===== src/hdl/ffpa_pkg.sv =====
// Shared types, codes and defaults for the first-fit pool allocator.
package ffpa_pkg;

    localparam int POOL_BYTES_DEF   = 65536;
    localparam int ALIGN_BYTES_DEF  = 8;
    localparam int HEADER_BYTES_DEF = 16;

    localparam int CFG_W  = 17;
    localparam int REQ_W  = 2;
    localparam int SIZE_W = 16;
    localparam int OFF_W  = 16;
    localparam int ST_W   = 3;
    localparam int USED_W = 17;

    localparam logic [CFG_W-1:0] POOL_SIZE_RST = 17'h10000;

    localparam logic [REQ_W-1:0] REQ_ALLOC = 2'd0;
    localparam logic [REQ_W-1:0] REQ_FREE  = 2'd1;
    localparam logic [REQ_W-1:0] REQ_RESET = 2'd2;

    typedef enum logic [ST_W-1:0] {
        ST_DONE       = 3'd0,
        ST_ALLOC_FAIL = 3'd1,
        ST_RANGE      = 3'd2,
        ST_DOUBLE     = 3'd3,
        ST_NO_POOL    = 3'd4
    } t_status;

    typedef enum logic [4:0] {
        OP_NOP, OP_ACCEPT, OP_SET_ST, OP_INIT, OP_CLR,
        OP_WALK_START, OP_WALK_NEXT, OP_TAKE_CUR,
        OP_RM_RDP, OP_RM_WRP, OP_RM_HEAD, OP_RM_RDN, OP_RM_WRN, OP_RM_DONE,
        OP_MAKE_F, OP_FIX_RD, OP_FIX_WR, OP_PUSH, OP_PUSH_WR, OP_AL_FIN,
        OP_FREE_RD, OP_FR_TAKE, OP_TAKE_N, OP_FN_MERGE, OP_RD_P, OP_TAKE_P,
        OP_FP_MERGE, OP_OUT_LOAD
    } t_op;

    typedef struct packed {
        t_op     op;
        t_status st;
    } t_cmd;

    typedef struct packed {
        logic [REQ_W-1:0] req;
        logic no_pool;
        logic size_zero;
        logic head_v;
        logic off_bad;
        logic fit;
        logic rd_hn;
        logic rd_start;
        logic rd_free;
        logic t_hpv;
        logic t_hn;
        logic split;
        logic nx_in;
        logic c_hp;
        logic xv;
        logic clr_last;
    } t_flags;

    // Header granule: largest power of two dividing both header and align sizes.
    function automatic int gran_bytes(input int hdr, input int aln);
        int v;
        v = hdr | aln;
        return v & -v;
    endfunction

endpackage


===== src/hdl/ffpa_ctrl.sv =====
// Sequencer for the pool allocator: walks requests through datapath micro-ops.
module ffpa_ctrl (
    input  logic            i_clk,
    input  logic            i_rst_n,
    input  logic            i_cfg_we,
    input  logic            i_in_valid,
    output logic            o_in_ready,
    output logic            o_out_valid,
    input  logic            i_out_ready,
    input  ffpa_pkg::t_flags i_flags,
    output ffpa_pkg::t_cmd  o_cmd
);
    import ffpa_pkg::*;

    typedef enum logic [4:0] {
        S_CLEAR, S_IDLE, S_DECODE, S_WALK,
        S_RM0, S_RM1, S_RM2, S_RM3,
        S_SPLIT, S_FIX0, S_FIX1, S_PUSH, S_PUSH1, S_AL_FIN,
        S_FR_CHK, S_FN_CHK0, S_FN_CHK1, S_FN_MERGE,
        S_FP_CHK0, S_FP_CHK1, S_FP_MERGE, S_FR_FIN, S_FIN
    } t_state;

    typedef enum logic [1:0] {PH_ALLOC, PH_FNEXT, PH_FPREV} t_phase;

    t_state r_state, n_state;
    t_phase r_phase, n_phase;
    logic   r_from_req, n_from_req;
    logic   r_out_v;
    t_cmd   cmd;
    t_state after_rm, after_fix, after_push;

    assign o_in_ready  = (r_state == S_IDLE);
    assign o_out_valid = r_out_v;
    assign o_cmd       = cmd;

    always_comb begin
        unique case (r_phase)
            PH_ALLOC: begin
                after_rm  = S_SPLIT;
                after_fix = S_PUSH;
                after_push = S_AL_FIN;
            end
            PH_FNEXT: begin
                after_rm  = S_FN_MERGE;
                after_fix = S_FP_CHK0;
                after_push = S_FR_FIN;
            end
            default: begin
                after_rm  = S_FP_MERGE;
                after_fix = S_PUSH;
                after_push = S_FR_FIN;
            end
        endcase
    end

    always_comb begin
        n_state    = r_state;
        n_phase    = r_phase;
        n_from_req = r_from_req;
        cmd.op     = OP_NOP;
        cmd.st     = ST_DONE;
        unique case (r_state)
            S_CLEAR: begin
                cmd.op = OP_CLR;
                if (i_flags.clr_last) n_state = r_from_req ? S_FIN : S_IDLE;
            end
            S_IDLE: begin
                if (i_in_valid) begin
                    cmd.op  = OP_ACCEPT;
                    n_state = S_DECODE;
                end
            end
            S_DECODE: begin
                priority if (i_flags.req == REQ_RESET) begin
                    cmd.op     = OP_INIT;
                    n_from_req = 1'b1;
                    n_state    = S_CLEAR;
                end else if (i_flags.req != REQ_ALLOC && i_flags.req != REQ_FREE) begin
                    cmd.op  = OP_SET_ST;
                    cmd.st  = ST_DONE;
                    n_state = S_FIN;
                end else if (i_flags.no_pool) begin
                    cmd.op  = OP_SET_ST;
                    cmd.st  = ST_NO_POOL;
                    n_state = S_FIN;
                end else if (i_flags.req == REQ_ALLOC) begin
                    if (i_flags.size_zero || !i_flags.head_v) begin
                        cmd.op  = OP_SET_ST;
                        cmd.st  = ST_ALLOC_FAIL;
                        n_state = S_FIN;
                    end else begin
                        cmd.op  = OP_WALK_START;
                        n_state = S_WALK;
                    end
                end else if (i_flags.off_bad) begin
                    cmd.op  = OP_SET_ST;
                    cmd.st  = ST_RANGE;
                    n_state = S_FIN;
                end else begin
                    cmd.op  = OP_FREE_RD;
                    n_state = S_FR_CHK;
                end
            end
            S_WALK: begin
                priority if (i_flags.fit) begin
                    cmd.op  = OP_TAKE_CUR;
                    n_phase = PH_ALLOC;
                    n_state = S_RM0;
                end else if (i_flags.rd_hn) begin
                    cmd.op = OP_WALK_NEXT;
                end else begin
                    cmd.op  = OP_SET_ST;
                    cmd.st  = ST_ALLOC_FAIL;
                    n_state = S_FIN;
                end
            end
            S_RM0: begin
                if (i_flags.t_hpv) begin
                    cmd.op  = OP_RM_RDP;
                    n_state = S_RM1;
                end else begin
                    cmd.op  = OP_RM_HEAD;
                    n_state = S_RM2;
                end
            end
            S_RM1: begin
                cmd.op  = OP_RM_WRP;
                n_state = S_RM2;
            end
            S_RM2: begin
                if (i_flags.t_hn) begin
                    cmd.op  = OP_RM_RDN;
                    n_state = S_RM3;
                end else begin
                    cmd.op  = OP_RM_DONE;
                    n_state = after_rm;
                end
            end
            S_RM3: begin
                cmd.op  = OP_RM_WRN;
                n_state = after_rm;
            end
            S_SPLIT: begin
                if (i_flags.split) begin
                    cmd.op  = OP_MAKE_F;
                    n_state = S_FIX0;
                end else begin
                    n_state = S_AL_FIN;
                end
            end
            S_FIX0: begin
                if (i_flags.nx_in) begin
                    cmd.op  = OP_FIX_RD;
                    n_state = S_FIX1;
                end else begin
                    n_state = after_fix;
                end
            end
            S_FIX1: begin
                cmd.op  = OP_FIX_WR;
                n_state = after_fix;
            end
            S_PUSH: begin
                cmd.op  = OP_PUSH;
                n_state = S_PUSH1;
            end
            S_PUSH1: begin
                if (i_flags.xv) cmd.op = OP_PUSH_WR;
                n_state = after_push;
            end
            S_AL_FIN: begin
                cmd.op  = OP_AL_FIN;
                n_state = S_FIN;
            end
            S_FR_CHK: begin
                priority if (!i_flags.rd_start) begin
                    cmd.op  = OP_SET_ST;
                    cmd.st  = ST_RANGE;
                    n_state = S_FIN;
                end else if (i_flags.rd_free) begin
                    cmd.op  = OP_SET_ST;
                    cmd.st  = ST_DOUBLE;
                    n_state = S_FIN;
                end else begin
                    cmd.op  = OP_FR_TAKE;
                    n_phase = PH_FNEXT;
                    n_state = S_FN_CHK0;
                end
            end
            S_FN_CHK0: begin
                if (i_flags.nx_in) begin
                    cmd.op  = OP_FIX_RD;
                    n_state = S_FN_CHK1;
                end else begin
                    n_state = S_FP_CHK0;
                end
            end
            S_FN_CHK1: begin
                if (i_flags.rd_free) begin
                    cmd.op  = OP_TAKE_N;
                    n_state = S_RM0;
                end else begin
                    n_state = S_FP_CHK0;
                end
            end
            S_FN_MERGE: begin
                cmd.op  = OP_FN_MERGE;
                n_state = S_FIX0;
            end
            S_FP_CHK0: begin
                if (i_flags.c_hp) begin
                    cmd.op  = OP_RD_P;
                    n_state = S_FP_CHK1;
                end else begin
                    n_state = S_PUSH;
                end
            end
            S_FP_CHK1: begin
                if (i_flags.rd_free) begin
                    cmd.op  = OP_TAKE_P;
                    n_phase = PH_FPREV;
                    n_state = S_RM0;
                end else begin
                    n_state = S_PUSH;
                end
            end
            S_FP_MERGE: begin
                cmd.op  = OP_FP_MERGE;
                n_state = S_FIX0;
            end
            S_FR_FIN: begin
                cmd.op  = OP_SET_ST;
                cmd.st  = ST_DONE;
                n_state = S_FIN;
            end
            S_FIN: begin
                if (!r_out_v || i_out_ready) begin
                    cmd.op  = OP_OUT_LOAD;
                    n_state = S_IDLE;
                end
            end
            default: n_state = S_IDLE;
        endcase
        if (i_cfg_we) begin
            n_state    = S_CLEAR;
            n_from_req = 1'b0;
        end
    end

    always_ff @(posedge i_clk) begin
        if (!i_rst_n) begin
            r_state    <= S_CLEAR;
            r_phase    <= PH_ALLOC;
            r_from_req <= 1'b0;
            r_out_v    <= 1'b0;
        end else begin
            r_state    <= n_state;
            r_phase    <= n_phase;
            r_from_req <= n_from_req;
            if (cmd.op == OP_OUT_LOAD) r_out_v <= 1'b1;
            else if (i_out_ready)      r_out_v <= 1'b0;
        end
    end

endmodule


===== config.mk =====
export PLATFORM = sky130hd
export DESIGN_NAME = ffpa_ctrl
export DESIGN_NICKNAME = d
export VERILOG_FILES = /design/src/hdl/ffpa_pkg.sv /design/src/hdl/ffpa_ctrl.sv
export SDC_FILE = /design/constraint.sdc
export NUM_CORES = 1
export LEC_CHECK = 0
export BUFFER_PORTS_ARGS = -buffer_cell sky130_fd_sc_hd__clkbuf_2
export CAP_MARGIN = 15
export CORE_MARGIN = 3
export CORE_UTILIZATION = 54
export CTS_CLUSTER_DIAMETER = 200
export DETAILED_ROUTE_END_ITERATION = 8
export GPL_TIMING_DRIVEN = 0
export PLACE_DENSITY = 0.8
export REMOVE_ABC_BUFFERS = 1
export SLEW_MARGIN = 20
export SYNTH_ARGS = -nofsm -noshare
export SYNTH_HDL_FRONTEND = slang
export SYNTH_SLANG_ARGS = --single-unit

===== constraint.sdc =====
create_clock -name i_clk -period 1.9 [get_ports i_clk]
set_input_delay 0 -clock i_clk [delete_from_list [all_inputs] [get_ports i_clk]]
set_output_delay 0 -clock i_clk [all_outputs]
set_load 0.02 [all_outputs]

# Yosys cells after proc, flatten, opt, wreduce, memory -nomap -nowiden
# Index checks and enable logic that the tools add are counted.
[totals]
in_bits = 22
word_cells = 118
out_inout_bits = 10
register_bits = 9
[op_classes]
reduce_logical = 18
n_bitwise = 1
eq_ne = 34
n_mux = 61
[ops]
columns = ["op", "count"]
rows = [
  ["5-bit two-way mux", 28],
  ["5-bit one-hot mux with 22 select lines", 1],
  ["5-bit one-hot mux with 21 select lines", 1],
  ["5-bit by 4-bit == test with 1-bit output, second input constant", 8],
  ["5-bit == test, second input constant", 8],
  ["8-bit two-way mux", 4],
  ["5-bit by 3-bit == test with 1-bit output, second input constant", 4],
  ["2-bit two-way mux", 9],
  ["3-bit two-way mux", 6],
  ["2-bit inequality test, second input constant", 7],
  ["4-bit two-way mux", 3],
  ["5-bit by 2-bit == test with 1-bit output, second input constant", 2],
  ["5-bit one-hot mux with 2 select lines", 1],
  ["3-bit one-hot mux with 3 select lines", 1],
  ["2-bit OR reduction", 4],
  ["1-bit two-way mux", 6],
  ["2-bit one-hot mux with 3 select lines", 1],
  ["5-bit by 1-bit == test with 1-bit output, second input constant", 1],
  ["5-bit zero test", 1],
  ["5-bit AND reduction", 1],
  ["2-bit zero test", 2],
  ["4-bit AND reduction", 1],
  ["2-bit nonzero test", 2],
  ["3-bit inequality test, second input constant", 1],
  ["9 further kinds", 11],
]

# Longest topological paths before layout
[logic_depth]
word_depth = 10
ltp_mapped = 7

# Least setup slack after synthesis
# Ideal clock, no wire load.
[synth_timing]
kind = "register -> register"
from = "register r_state[2]"
to = "register r_state[0]"
setup_ps = 112
required_time_ps = 1788
t_arrival_ps = 1552
setup_slack_ps = 236
period_less_slack_ps = 1664
path_stages_with_launch = 7
path_buffers = 1
path_cell_list = "dfxtp_1 > or3_1 > buf_6 > nor3_4 > a2111o_1 > nor4_1 > a2111oi_1"
[synth_between]
elab_chain_len = 3
word_cells_on_any_way = 31
classes_between = "eq/ne: 26; mux: 1; reduce/logical: 4"
[synth_rtl]
columns = ["element", "line", "source"]
rows = [
  ["from (decl)", "ffpa_ctrl.sv:25", "t_state r_state, n_state;"],
  ["from (signal assigned)", "ffpa_ctrl.sv:257", "r_state <= n_state;"],
  ["5-bit == test (tied with other cells)", "ffpa_ctrl.sv:62", "unique case (r_state)"],
  ["2-bit OR reduction (no source line) (tied with other cells)", "n/a", ""],
  ["5-bit one-hot mux with 21 select lines / 4-bit AND reduction (equally long branches)", "n/a", ""],
]
# Parallel ways exist; a longest one is shown, timed or not.
# A chain may end at the register's enable or synchronous reset.

==> results_dict.tcl <==
set metrics [dict create \
    synth_cells 210 \
    cts_tree "yes" \
    comb_power_share_pct 36.1 \
    outcome "finished with violations" \
    p_sw_uw 212.9 \
    yosys.area_share.simple_pct 42.73 \
    worstSetupEndpointType "primary output" \
    cp.required_ns 1.90 \
    synth-seq-cells 9 \
    cts-root-buf "clkbuf_4" \
    via_count 2074 \
    grt_usage_pct 35.67 \
    holdPathStages 4 \
    n_fill_cell 158 \
    clkSinkCount 9 \
    crit_chain "buf_4, nand2_2, o32a_1, nor2_1, nand4b_1, clkbuf_2" \
    clock_skew_ns 0.005189 \
    ys_warn_count 0 \
    grt_pass1_vias 1767 \
    drive_gt1_share_pct 35.57 \
    slew_headroom_pct 67.78 \
    synth.avg_cell_area_um2 6.637 \
    rsz0062_at_grt "yes" \
    die_h_um 56.81 \
    place_hpwl_mm 3.615 \
    seq_power_share_pct 35.4 \
    dr.pass1.iters 5 \
    syn_area_um2 1394 \
    final_hold_viol_count 0 \
    post-place-ws_ns -0.6491 \
    worstReg2RegEnd "r_state[1]" \
    path_delay_family "simple AND/OR/NAND/NOR gates" \
    drc_errors 0 \
    power.density_nw_per_um2 305.2 \
    clk_path_buf_depth 2 \
    cts-buffers-inserted 3 \
    port_buffers 31 \
    grt_max_degree 27 \
    drv_slew 0 \
    maxCapViolations 0 \
    synth_top_family_by_area "simple AND/OR/NAND/NOR gates" \
    path_clk_slew_ns 0.06 \
    finish.instance_area_um2 1848 \
    wl_mm 6.170 \
    initial_utilization_pct 60.12 \
    switching_share_pct 37.75 \
    holdPathEnd "r_state[2]" \
    critical_path_class "reg -> out" \
    holdCritStartpoint "i_out_ready" \
    clock.fmax_mhz 519.3 \
    clkPwrFrac_pct 28.4 \
    peakVddDrop_mv 0.3176 \
    vias_per_cell 7.381 \
    antenna_cells 0 \
    cp_max_fo 6 \
    dieArea_um2 3227 \
    final_antenna_net_count 0 \
    ys_types 54 \
    num_rows 17 \
    area_growth_pct 32.59 \
    grt_pass1_wl_mm 8.921 \
    synth_xor_area_share_pct 1.257 \
    dieWidth_um 56.81 \
    finalWorstSetupSlack_ns -0.02574 \
    overflow 0 \
    setup_viol 2 \
    drtIter0Drc 310 \
    r2r_setup_slack_ns -0.01 \
    yosysSeqAreaShare_pct 12.93 \
    wl_per_cell_um 21.96 \
    synth_edf_count 0 \
    synth_fa_ha_area_share_pct 0 \
    place_area_um2 1504 \
    async_flop_share_pct 0 \
    post-route-period-util_pct 101.4 \
    timing.final.crit_period_ns 1.926 \
    start_kind "register" \
    gp_congestion 1.016 \
    pin_count 32 \
    synth_compound_area_share_pct 34.29 \
    critPathMaxStageDelay_ns 0.41 \
    p_int_uw 351.1 \
    finalNetCount 276 \
    reg2reg_depth 6 \
    synth_mux_area_share_pct 1.436 \
    power.leakage_uw 0.0007215 \
    synth_ff_type "dfxtp_1" \
    slowest_stage "dfxtp_4" \
    worst_pin_slew_ns 0.4711 \
    fin_util_pct 79.71 \
    min_path_type "in -> reg" \
    whs_ns 0.1322 \
    coreArea_um2 2318 \
    htree_levels 1 \
    cp_num_buf_inv 2 \
    clk_latency_ns 0.28 \
    arrival_ns 1.93 \
    violations "negative setup slack" \
    antenna_found_initial 0 \
    r2r_start "r_state[2]" \
]
-- worst reg2reg max path: stages (launching register included) --
cell and delay, ns:
dfxtp_4 0.42, buf_4 0.20, nand3b_1 0.18, nor3_1 0.36
a31oi_1 0.10, nor3b_1 0.16, a311oi_1 0.37
-- layout make-up --
class	count	area, um^2	area share [%]
Clock buffer	4	26.28	1.422
Inverter	6	22.52	1.219
Multi-Input combinational cell	179	1217	65.88
Sequential cell	9	198.9	10.77
Tap cell	28	35.03	1.896
Timing Repair Buffer	55	347.8	18.82
-- power groups by stage --
stage	clock network, uW	logic (uW)	registers, uW
3_3_place_gp	0	150	215
4_1_cts	156	167	204
5_1_grt	175	214	200
6_report	160	204	200
3_5_place_dp	0	152	215
2_1_floorplan	0	93.1	209
-- metrics by stage --
step | total power [uW] | instances | setup TNS [ns]
2_1_floorplan | 302.0 | 194 | -0.5647
3_3_place_gp | 364.7 | 253 | -5.312
3_5_place_dp | 367.1 | 253 | -5.581
4_1_cts | 527.3 | 271 | 0
5_1_grt | 588.6 | 281 | -0.1993
6_report | 564.0 | 281 | -0.03467
-- cell families (layout without fill, tap and decap cells) --
kind of cell | after synthesis | count (layout)
flip-flops | 9 | 9
multiplexers | 2 | 2
XOR/XNOR | 2 | 2
AND/OR/NAND/NOR | 108 | 108
buffers and inverters | 22 | 65
AO/OA/AOI/OAI | 67 | 67
-- state kept, by name (all words and copies together) (netlist names) --
register and cells:
r_state 5, r_phase 2, o_out_valid 1, r_from_req 1
-- cells in the mapped netlist (2+ instances only) --
| cell type | instances | share of area (%) |
|---|---|---|
| clkbuf_1 | 3 | 0.81 |
| a21oi_1 | 12 | 4.3 |
| nor2_1 | 25 | 6.7 |
| o32a_1 | 2 | 1.4 |
| o21bai_1 | 2 | 1.1 |
| dfxtp_1 | 9 | 13 |
| mux2i_1 | 2 | 1.4 |
| a211oi_1 | 6 | 3.2 |
| nor3b_1 | 2 | 1.1 |
| buf_2 | 10 | 3.6 |
| a2111o_1 | 2 | 1.6 |
| a41oi_1 | 2 | 1.3 |
| buf_1 | 2 | 0.54 |
| inv_1 | 6 | 1.6 |
| nor2b_1 | 10 | 4.5 |
| o21ai_0 | 8 | 2.9 |
| nand2_1 | 17 | 4.6 |
| o22ai_1 | 6 | 2.7 |
| nand3_1 | 2 | 0.72 |
| nand2b_1 | 13 | 5.8 |
| o211ai_1 | 2 | 1.1 |
| o21a_1 | 3 | 1.6 |
| a32oi_1 | 3 | 1.9 |
| nor3_1 | 13 | 4.7 |
| or3_1 | 4 | 1.8 |
| a31oi_1 | 5 | 2.2 |
| nor4_1 | 9 | 4.0 |
| nand4b_1 | 2 | 1.3 |
| a22oi_1 | 3 | 1.6 |
-- metal layers --
| layer | track usage, % | vias to the layer above | share of wire [%] |
|---|---|---|---|
| met5 | 0 | - | 0 |
| met4 | 17.22 | 0 | 5.9 |
| met3 | 5.057 | 60 | 16 |
| met2 | 54.95 | 223 | 44 |
| met1 | 48.29 | 904 | 34 |
| li1 | - | 887 | - |
-- timing repair --
| action | 4_1_cts | 5_1_grt |
|---|---|---|
| hold buffers | 1 | 0 |
| endpoints found under the setup margin | 17 | 7 |
| resized for setup | 21 | 20 |
| buffers inserted | 13 | 10 |
| pin swaps | 2 | 5 |
| hold endpoints to repair | 1 | 0 |
-- cells in the final DEF, fill, tap and decap left out, types with 4 or more instances in the layout --
cell      count
clkbuf_2     28
buf_4        22
nor2_1       21
nand2_1      15
a21oi_1      12
nand2b_1     10
nor3_1        9
o21ai_0       8
nor2b_1       8
nor4_1        8
inv_1         6
a211oi_1      6
o22ai_1       6
dfxtp_4       5
nor3_2        4
a31oi_1       4
dfxtp_1       4
-- worst max-delay path by stage --
stage	start	to	slack, ns	cells after the start
finish	r_state[1]	o_cmd[6]	-0.03	6
floorplan	r_state[2]	r_state[0]	-0.25	5
global route	r_state[3]	o_cmd[7]	-0.05	6
global placement	r_state[2]	r_state[0]	-0.67	5
detailed placement	r_state[2]	r_state[0]	-0.65	5
CTS	r_state[1]	o_cmd[5]	0.02	6
(Power assumes the default switching activity.)
